--- src/sv/omss_pkg.sv ---
// shared constants and status codes for the omega statistic stream unit
package omss_pkg;

  localparam int          FRAC_BITS_DEF = 16;
  localparam int          EPS_W         = 16;
  localparam logic [15:0] EPS_RESET     = 16'd655;

  localparam int OMEGA_W = 48;
  localparam int SUM_W   = 64;

  localparam logic [OMEGA_W-1:0] OMEGA_HI = {1'b0, {(OMEGA_W-1){1'b1}}};
  localparam logic [OMEGA_W-1:0] OMEGA_LO = {1'b1, {(OMEGA_W-1){1'b0}}};
  localparam logic [SUM_W-1:0]   SUM_HI   = {1'b0, {(SUM_W-1){1'b1}}};
  localparam logic [SUM_W-1:0]   SUM_LO   = {1'b1, {(SUM_W-1){1'b0}}};

  localparam logic [1:0] STAT_OK   = 2'd0;
  localparam logic [1:0] STAT_ZERO = 2'd1;
  localparam logic [1:0] STAT_SAT  = 2'd2;

endpackage

--- src/sv/omss_if.sv ---
// item channels of the omega statistic stream unit
interface omss_in_if;
  import omss_pkg::*;

  logic        valid;
  logic        ready;
  logic [7:0]  snps_left;
  logic [7:0]  snps_right;
  logic [31:0] ld_left_sum;
  logic [31:0] ld_right_sum;
  logic [32:0] ld_total_sum;
  logic        batch_last;

  modport source(output valid, snps_left, snps_right, ld_left_sum, ld_right_sum,
                 ld_total_sum, batch_last, input ready);
  modport sink(input valid, snps_left, snps_right, ld_left_sum, ld_right_sum,
               ld_total_sum, batch_last, output ready);
endinterface

interface omss_out_if;
  import omss_pkg::*;

  logic               valid;
  logic               ready;
  logic [OMEGA_W-1:0] omega;
  logic [1:0]         status;
  logic [OMEGA_W-1:0] batch_max;
  logic [OMEGA_W-1:0] batch_min;
  logic [SUM_W-1:0]   batch_sum;
  logic               batch_done;

  modport source(output valid, omega, status, batch_max, batch_min, batch_sum,
                 batch_done, input ready);
  modport sink(input valid, omega, status, batch_max, batch_min, batch_sum,
               batch_done, output ready);
endinterface

--- src/sv/omega_statistic_stream_unit.sv ---
// omega statistic over a shared multiplier and a bit-serial divider
//
//  channel   dir   handshake      payload
//  sample    in    valid/ready    snps_left, snps_right, ld_*_sum, batch_last
//  result    out   valid/ready    omega, status, batch_max/min/sum, batch_done
//  cfg       in    cfg_we         cfg_wdata -> epsilon
//
// one item at a time: six multiply steps, then 49+FRAC_BITS restoring divide steps
// at one quotient bit a cycle, then saturate and statistics steps
// the zero divisor path skips the last multiply step, the divider and saturation
// reset (rst, synchronous) restores epsilon and clears the batch statistics
// a finished result sits in the output register; the next item is taken meanwhile
// and waits only at its own output step while the result side stalls
module omega_statistic_stream_unit #(
  parameter int FRAC_BITS = omss_pkg::FRAC_BITS_DEF
) (
  input  logic                      clk,
  input  logic                      rst,
  input  logic                      cfg_we,
  input  logic [omss_pkg::EPS_W-1:0] cfg_wdata,
  omss_in_if.sink                   sample,
  omss_out_if.source                result
);
  import omss_pkg::*;

  // operand a covers s, e and |d|; d needs one more bit for its sign
  localparam int AW  = ((FRAC_BITS + 16 > 33) ? FRAC_BITS + 16 : 33) + 1;
  localparam int DSW = AW + 1;
  localparam int PW  = AW + 16;
  localparam int NW  = 49 + FRAC_BITS;
  localparam int CW  = $clog2(NW);

  typedef enum logic [3:0] {
    IDLE, MUL_PM, MUL_PN, MUL_Q, MUL_EQ, MUL_SQ, MUL_PD, DIV, SAT, OUT
  } state_t;

  state_t state;

  logic [EPS_W-1:0] epsilon;
  logic [FRAC_BITS-1:0] eps_f;

  logic [7:0]  m, n;
  logic [32:0] s, csum;
  logic        last;

  logic [15:0]    p, q;
  logic [DSW-1:0] d;
  logic [AW-1:0]  dmag;
  logic           neg;

  logic [NW-1:0] dvd;
  logic [PW-1:0] divisor;
  logic [PW-1:0] rem;
  logic [47:0]   quo;
  logic          big;
  logic [CW-1:0] cnt;

  logic [OMEGA_W-1:0] omega_r;
  logic [1:0]         status_r;
  logic               upd;

  logic [OMEGA_W-1:0] max_so_far, min_so_far;
  logic [SUM_W-1:0]   sum_so_far;

  logic               out_valid;
  logic [OMEGA_W-1:0] out_omega, out_max, out_min;
  logic [1:0]         out_status;
  logic [SUM_W-1:0]   out_sum;
  logic               out_done;

  logic [AW-1:0] mul_a;
  logic [15:0]   mul_b;
  logic [PW-1:0] prod;

  logic [PW:0]   rem_sh, rem_diff;
  logic [OMEGA_W-1:0] max_next, min_next;
  logic [SUM_W:0]     sum_ext;
  logic [SUM_W-1:0]   sum_next;

  if (FRAC_BITS >= 16) begin : g_eps_up
    assign eps_f = FRAC_BITS'(epsilon) << (FRAC_BITS - 16);
  end else begin : g_eps_dn
    assign eps_f = FRAC_BITS'(epsilon >> (16 - FRAC_BITS));
  end

  // shared multiplier operand select
  always_comb begin
    unique case (state)
      MUL_PM: begin
        mul_a = AW'(m);
        mul_b = (m == 8'd0) ? 16'd0 : 16'(m - 8'd1);
      end
      MUL_PN: begin
        mul_a = AW'(n);
        mul_b = (n == 8'd0) ? 16'd0 : 16'(n - 8'd1);
      end
      MUL_Q: begin
        mul_a = AW'(m);
        mul_b = 16'(n);
      end
      MUL_EQ: begin
        mul_a = AW'(eps_f);
        mul_b = q;
      end
      MUL_SQ: begin
        mul_a = AW'(s);
        mul_b = q;
      end
      MUL_PD: begin
        mul_a = dmag;
        mul_b = p;
      end
      default: begin
        mul_a = '0;
        mul_b = '0;
      end
    endcase
  end

  assign prod = PW'(mul_a) * PW'(mul_b);

  // shared subtractor of the restoring divider
  assign rem_sh   = {rem, dvd[NW-1]};
  assign rem_diff = rem_sh - {1'b0, divisor};

  // batch statistics with this item folded in
  always_comb begin
    max_next = max_so_far;
    min_next = min_so_far;
    sum_next = sum_so_far;
    sum_ext  = {sum_so_far[SUM_W-1], sum_so_far} +
               (SUM_W + 1)'($signed(omega_r));
    if (upd) begin
      if ($signed(omega_r) > $signed(max_so_far)) max_next = omega_r;
      if ($signed(omega_r) < $signed(min_so_far)) min_next = omega_r;
      if (sum_ext[SUM_W] != sum_ext[SUM_W-1]) begin
        sum_next = sum_ext[SUM_W] ? SUM_LO : SUM_HI;
      end else begin
        sum_next = sum_ext[SUM_W-1:0];
      end
    end
  end

  always_ff @(posedge clk) begin
    if (rst) begin
      state      <= IDLE;
      epsilon    <= EPS_RESET;
      max_so_far <= '0;
      min_so_far <= OMEGA_HI;
      sum_so_far <= '0;
      out_valid  <= 1'b0;
    end else begin
      if (cfg_we) epsilon <= cfg_wdata;
      if (out_valid && result.ready && state != OUT) out_valid <= 1'b0;

      unique case (state)
        IDLE: begin
          if (sample.valid) begin
            m     <= sample.snps_left;
            n     <= sample.snps_right;
            s     <= 33'(sample.ld_left_sum) + 33'(sample.ld_right_sum);
            csum  <= sample.ld_total_sum;
            last  <= sample.batch_last;
            state <= MUL_PM;
          end
        end
        MUL_PM: begin
          p     <= prod[16:1];
          state <= MUL_PN;
        end
        MUL_PN: begin
          p     <= p + prod[16:1];
          state <= MUL_Q;
        end
        MUL_Q: begin
          q     <= prod[15:0];
          state <= MUL_EQ;
        end
        MUL_EQ: begin
          d     <= DSW'(csum) - DSW'(s) + {1'b0, prod[AW-1:0]};
          state <= MUL_SQ;
        end
        MUL_SQ: begin
          dvd  <= NW'(prod[48:0]) << FRAC_BITS;
          neg  <= d[DSW-1];
          dmag <= d[DSW-1] ? AW'(-d) : AW'(d);
          if (p == 16'd0 || q == 16'd0 || d == '0) begin
            omega_r  <= '0;
            status_r <= STAT_ZERO;
            upd      <= 1'b0;
            state    <= OUT;
          end else begin
            state <= MUL_PD;
          end
        end
        MUL_PD: begin
          divisor <= prod;
          rem     <= '0;
          quo     <= '0;
          big     <= 1'b0;
          cnt     <= CW'(NW - 1);
          state   <= DIV;
        end
        DIV: begin
          dvd <= dvd << 1;
          big <= big | quo[47];
          if (!rem_diff[PW]) begin
            rem <= rem_diff[PW-1:0];
            quo <= {quo[46:0], 1'b1};
          end else begin
            rem <= rem_sh[PW-1:0];
            quo <= {quo[46:0], 1'b0};
          end
          cnt <= cnt - CW'(1);
          if (cnt == '0) state <= SAT;
        end
        SAT: begin
          upd <= 1'b1;
          if (!neg) begin
            if (big || quo[47]) begin
              omega_r  <= OMEGA_HI;
              status_r <= STAT_SAT;
            end else begin
              omega_r  <= quo;
              status_r <= STAT_OK;
            end
          end else begin
            // magnitude 2^47 still fits as the most negative value
            if (big || (quo[47] && (|quo[46:0]))) begin
              omega_r  <= OMEGA_LO;
              status_r <= STAT_SAT;
            end else begin
              omega_r  <= -quo;
              status_r <= STAT_OK;
            end
          end
          state <= OUT;
        end
        OUT: begin
          if (!out_valid || result.ready) begin
            out_valid  <= 1'b1;
            out_omega  <= omega_r;
            out_status <= status_r;
            out_max    <= max_next;
            out_min    <= min_next;
            out_sum    <= sum_next;
            out_done   <= last;
            if (last) begin
              max_so_far <= '0;
              min_so_far <= OMEGA_HI;
              sum_so_far <= '0;
            end else begin
              max_so_far <= max_next;
              min_so_far <= min_next;
              sum_so_far <= sum_next;
            end
            state <= IDLE;
          end
        end
        default: state <= IDLE;
      endcase
    end
  end

  assign sample.ready      = (state == IDLE);
  assign result.valid      = out_valid;
  assign result.omega      = out_omega;
  assign result.status     = out_status;
  assign result.batch_max  = out_max;
  assign result.batch_min  = out_min;
  assign result.batch_sum  = out_sum;
  assign result.batch_done = out_done;

  a_busy_after_accept: assert property (@(posedge clk) disable iff (rst)
    (sample.valid && sample.ready) |=> !sample.ready)
    else $error("took a second item while one is in work");

  a_zero_omega: assert property (@(posedge clk) disable iff (rst)
    (result.valid && result.status == STAT_ZERO) |-> result.omega == '0)
    else $error("zero divisor result with nonzero omega");

  a_sat_rails: assert property (@(posedge clk) disable iff (rst)
    (result.valid && result.status == STAT_SAT) |->
      (result.omega == OMEGA_HI || result.omega == OMEGA_LO))
    else $error("saturated result off the rails");

  a_max_floor: assert property (@(posedge clk) disable iff (rst)
    result.valid |-> !result.batch_max[OMEGA_W-1])
    else $error("batch maximum below zero");

  a_status_code: assert property (@(posedge clk) disable iff (rst)
    result.valid |-> (result.status == STAT_OK || result.status == STAT_ZERO ||
                      result.status == STAT_SAT))
    else $error("undefined status code");

endmodule

--- src/flat_wrapper.sv ---
// flat-port wrapper written by rule: the top's interface ports become plain ports
module omega_statistic_stream_unit_flat import omss_pkg::*;
#(
  parameter int FRAC_BITS = omss_pkg::FRAC_BITS_DEF
)
  (clk, rst, cfg_we, cfg_wdata, sample_valid, sample_snps_left, sample_snps_right, sample_ld_left_sum, sample_ld_right_sum, sample_ld_total_sum, sample_batch_last, sample_ready, result_valid, result_omega, result_status, result_batch_max, result_batch_min, result_batch_sum, result_batch_done, result_ready);
  omss_in_if sample_i ();
  omss_out_if result_i ();
  input  logic clk;
  input  logic rst;
  input  logic cfg_we;
  input  logic [omss_pkg::EPS_W-1:0] cfg_wdata;
  input wire logic [$bits(sample_i.valid)-1:0] sample_valid;
  input wire logic [$bits(sample_i.snps_left)-1:0] sample_snps_left;
  input wire logic [$bits(sample_i.snps_right)-1:0] sample_snps_right;
  input wire logic [$bits(sample_i.ld_left_sum)-1:0] sample_ld_left_sum;
  input wire logic [$bits(sample_i.ld_right_sum)-1:0] sample_ld_right_sum;
  input wire logic [$bits(sample_i.ld_total_sum)-1:0] sample_ld_total_sum;
  input wire logic [$bits(sample_i.batch_last)-1:0] sample_batch_last;
  output wire logic [$bits(sample_i.ready)-1:0] sample_ready;
  output wire logic [$bits(result_i.valid)-1:0] result_valid;
  output wire logic [$bits(result_i.omega)-1:0] result_omega;
  output wire logic [$bits(result_i.status)-1:0] result_status;
  output wire logic [$bits(result_i.batch_max)-1:0] result_batch_max;
  output wire logic [$bits(result_i.batch_min)-1:0] result_batch_min;
  output wire logic [$bits(result_i.batch_sum)-1:0] result_batch_sum;
  output wire logic [$bits(result_i.batch_done)-1:0] result_batch_done;
  input wire logic [$bits(result_i.ready)-1:0] result_ready;
  assign sample_i.valid = sample_valid;
  assign sample_i.snps_left = sample_snps_left;
  assign sample_i.snps_right = sample_snps_right;
  assign sample_i.ld_left_sum = sample_ld_left_sum;
  assign sample_i.ld_right_sum = sample_ld_right_sum;
  assign sample_i.ld_total_sum = sample_ld_total_sum;
  assign sample_i.batch_last = sample_batch_last;
  assign sample_ready = sample_i.ready;
  assign result_valid = result_i.valid;
  assign result_omega = result_i.omega;
  assign result_status = result_i.status;
  assign result_batch_max = result_i.batch_max;
  assign result_batch_min = result_i.batch_min;
  assign result_batch_sum = result_i.batch_sum;
  assign result_batch_done = result_i.batch_done;
  assign result_i.ready = result_ready;
  omega_statistic_stream_unit #(.FRAC_BITS(FRAC_BITS)) u_core (.clk(clk), .rst(rst), .cfg_we(cfg_we), .cfg_wdata(cfg_wdata), .sample(sample_i), .result(result_i));
endmodule
--- config.mk ---
export PLATFORM = sky130hd
export DESIGN_NAME = omega_statistic_stream_unit_flat
export DESIGN_NICKNAME = d
export VERILOG_FILES = /design/src/sv/omss_pkg.sv /design/src/sv/omss_if.sv /design/src/sv/omega_statistic_stream_unit.sv /design/src/flat_wrapper.sv
export SDC_FILE = /design/constraint.sdc
export NUM_CORES = 2
export LEC_CHECK = 0
export ABC_CLOCK_PERIOD_IN_PS = 16600
export BUFFER_PORTS_ARGS = -buffer_cell sky130_fd_sc_hd__buf_4
export CAP_MARGIN = 30
export CORE_ASPECT_RATIO = 0.8
export CORE_MARGIN = 2
export CORE_UTILIZATION = 28
export CTS_CLUSTER_DIAMETER = 50
export DETAILED_ROUTE_END_ITERATION = 16
export MAX_ROUTING_LAYER = met4
export SLEW_MARGIN = 40
export SYNTH_ARGS = -nofsm -noshare
export SYNTH_HDL_FRONTEND = slang
export SYNTH_SLANG_ARGS = --single-unit
--- constraint.sdc ---
create_clock -name clk -period 16.6 [get_ports clk]
set_clock_uncertainty 0.05 [all_clocks]
set_input_delay 2.49 -clock clk [delete_from_list [all_inputs] [get_ports clk]]
set_output_delay 2.49 -clock clk [all_outputs]
set_load 0.1 [all_outputs]
==> run summary <==
status -> finished, final reports clean
Syn Inst Count -> 6873
pin count of the biggest net entering global routing -> 119
CTS root buf -> clkbuf_16
initial core utilization -> 28.2%
Reg2Reg Depth -> 37
DR DRC count -> 0
Post-synth EDFFs -> 652
drt total wl -> 226 mm
Max Clock Freq -> 84.3 MHz
period utilization -> 71.5%
average size of a mapped cell -> 9.66 um2
Post-synth top cells -> inv_1 (761), nand2_1 (727), edfxtp_1 (652), nor2_1 (555)
syn nets -> 7912
Area after DPL -> 73100 um2
Post-layout nets -> 8157
Num CTS Buffers -> 106
synth unique cells -> 81
pwr dens -> 72.6 nW/um2
initial antenna violation count -> 4
post-CTS setup repair buffer count -> 0
Detailed Routing Iterations Pass 1 -> 8
synthesis-to-layout area growth -> 15.9%
Die Span Y -> 439 um
Die X -> 548 um
first-pass GRT wire length -> 338 mm
worst-path maximum fanout -> 43
register area share after synthesis -> 35.0%
slew of the pin with the lowest slew margin -> 908 ps
Synth async-reset ratio -> 0%
Crit path required time -> 17020 ps
port buffer count -> 347
worst hold slack -> 297 ps
VDD IR max -> 82.9 uV
CTS tree -> yes
gr usage total -> 18.9%
Hold Crit Depth -> 0
post-synthesis register bit count -> 833
Ports -> 348
Fin Setup TNS -> 0 ps
top_reg_cell synth -> edfxtp_1
Hold WC Path Type -> flip-flop to flip-flop
proportion of layout cells with a drive suffix above 1 -> 12.1%
hold_buf cts -> 0
Synth area leaders -> edfxtp_1 (29%), fa_1 (14%), ha_1 (8.5%), dfxtp_1 (5.5%), inv_1 (4.3%)
dpl hpwl -> 171 mm
CTS max path bufs -> 3
post-synth top area cell -> edfxtp_1
Clk Latency, worst-skew pair -> 760 ps
Die Area -> 241000 um2
most frequent cell after synthesis -> inv_1
RSZ-0062 raised after global routing -> no
Placer Congestion -> 0.952
Via Count -> 53500
Max Cap Violations -> 0
Detail Route Antenna Nets -> 0
Vias/cell -> 5.17
most used cell, CP -> fa_1
Core Box Area -> 235000 um2
Worst path max stage delay -> 610 ps
H-tree levels -> 3
number of DRC markers in iteration 0 -> 4829
WL/cell -> 21.9 um
top-area cell type share of the netlist area -> 29.5%
crit path DAT -> 12280 ps
grt total ovfl -> 0
CP max stage cell -> a2111oi_1
cts repair resizes -> 0
Final Hold Violating Endpoints -> 0
Final Critical Period -> 11860 ps
CP Class -> flip-flop to flip-flop
CTS clk-pin slew, worst paths -> 60 ps
Static Leakage -> 31.7 nW
CP Launch Type -> flip-flop
synth warn -> 0
Site Rows -> 159
vias in the first global route -> 52400
Sink Count -> 833
final core utilization -> 32.7%
# setup viols final -> 0
Setup crit end kind -> flip-flop
Cell Area, Synth -> 66400 um2
post-route cell area -> 76900 um2
final-report max-slew violation count -> 0
max-slew headroom at the worst pin -> 39.0%
-- power by group --
group / total (W) / internal, W / switching (W) / leakage (nW)
clock network: 0.00249 / 0.00143 / 0.00105 / 1.82
registers: 0.00233 / 0.00229 / 0.0000430 / 7.43
logic: 0.000773 / 0.000278 / 0.000495 / 22.5
-- sequential cells by signal, summed over array words and instances, names as in the netlist, 49 cells and up --
name and cells:
u_core.rem 50, u_core.divisor 50, u_core.result.batch_sum 64, u_core.dvd 49, u_core.sum_so_far 64
-- per-layer routing --
| metal | GRT usage (%) | routed length, um |
|---|---|---|
| met5 | - | 0 |
| met4 | 6.27 | 8290 |
| met3 | 2.81 | 16200 |
| met2 | 29.5 | 104000 |
| met1 | 25.1 | 98300 |
-- cells by family (layout without fill, tap and decap cells) --
kind of cell | after synthesis | in the layout | synth area share (%)
buf+inv | 1093 | 1431 | 6.20
fa+ha+maj | 905 | 905 | 22.2
xor+xnor | 286 | 286 | 3.77
other cells | 0 | 2 | 0
simple gates | 2095 | 2095 | 15.0
mux | 219 | 219 | 3.52
compound gates | 1442 | 1442 | 14.4
flops | 833 | 833 | 35.0
-- metrics by stage --
stage / setup slack, ps / total power (W) / std cells
floorplan: 3900 / 0.00285 / 6873
global placement: 5000 / 0.00312 / 10100
detailed placement: 4770 / 0.00313 / 10100
CTS: 4660 / 0.00562 / 10300
global route: 4100 / 0.00579 / 10400
finish: 4740 / 0.00559 / 10400
-- area by class of cell --
| type | instances | area [um2] |
|---|---|---|
| antenna | 2 | 5.00 |
| clock inverter | 83 | 1070 |
| sequential | 833 | 23200 |
| inverter | 761 | 2860 |
| tap | 3139 | 3930 |
| multi-input combinational | 4947 | 39500 |
| clock buffer | 118 | 2710 |
| timing repair buffer | 469 | 3650 |
| fill | 24000 | 158000 |
-- worst paths after layout --
path,start,endpoint,slack [ps]
worst min register to register,u_core.status_r[1]$_SDFFCE_PN0P_,u_core.result.status[1]$_DFFE_PP_,300
worst max-delay path,u_core.state[2]$_SDFFE_PP0P_,u_core.d[33]$_DFFE_PP_,4740
worst max register to register,u_core.state[2]$_SDFFE_PP0P_,u_core.d[33]$_DFFE_PP_,4740
worst min-delay path,u_core.status_r[1]$_SDFFCE_PN0P_,u_core.result.status[1]$_DFFE_PP_,300
-- worst max-delay path: cells and delay by family (launching register included) --
kind | cells | cell delay [ps]
xor gates and xnor gates | 1 | 330
buffers and inverters | 7 | 1150
and+or+nand+nor | 9 | 2110
AOI/OAI and AO/OA | 12 | 3520
DFF | 1 | 430
adders and majority gates | 8 | 3930
-- layout by cell type (no fill, tap or decap), drive strengths merged, types with 55 or more instances in the layout --
cell    instances
fa            452
o21ai         295
xnor2         205
nor3          170
a21oi         350
clkbuf        118
ha            452
nand2         727
dfxtp         181
and2           92
o21bai         56
mux2i         106
mux2          113
edfxtp        652
buf           469
nor2          555
inv           786
xor2           81
a211oi         99
nand3          55
or3           134
nand4          55
a21o          172
No activity file was read; power rests on OpenSTA's default activity.
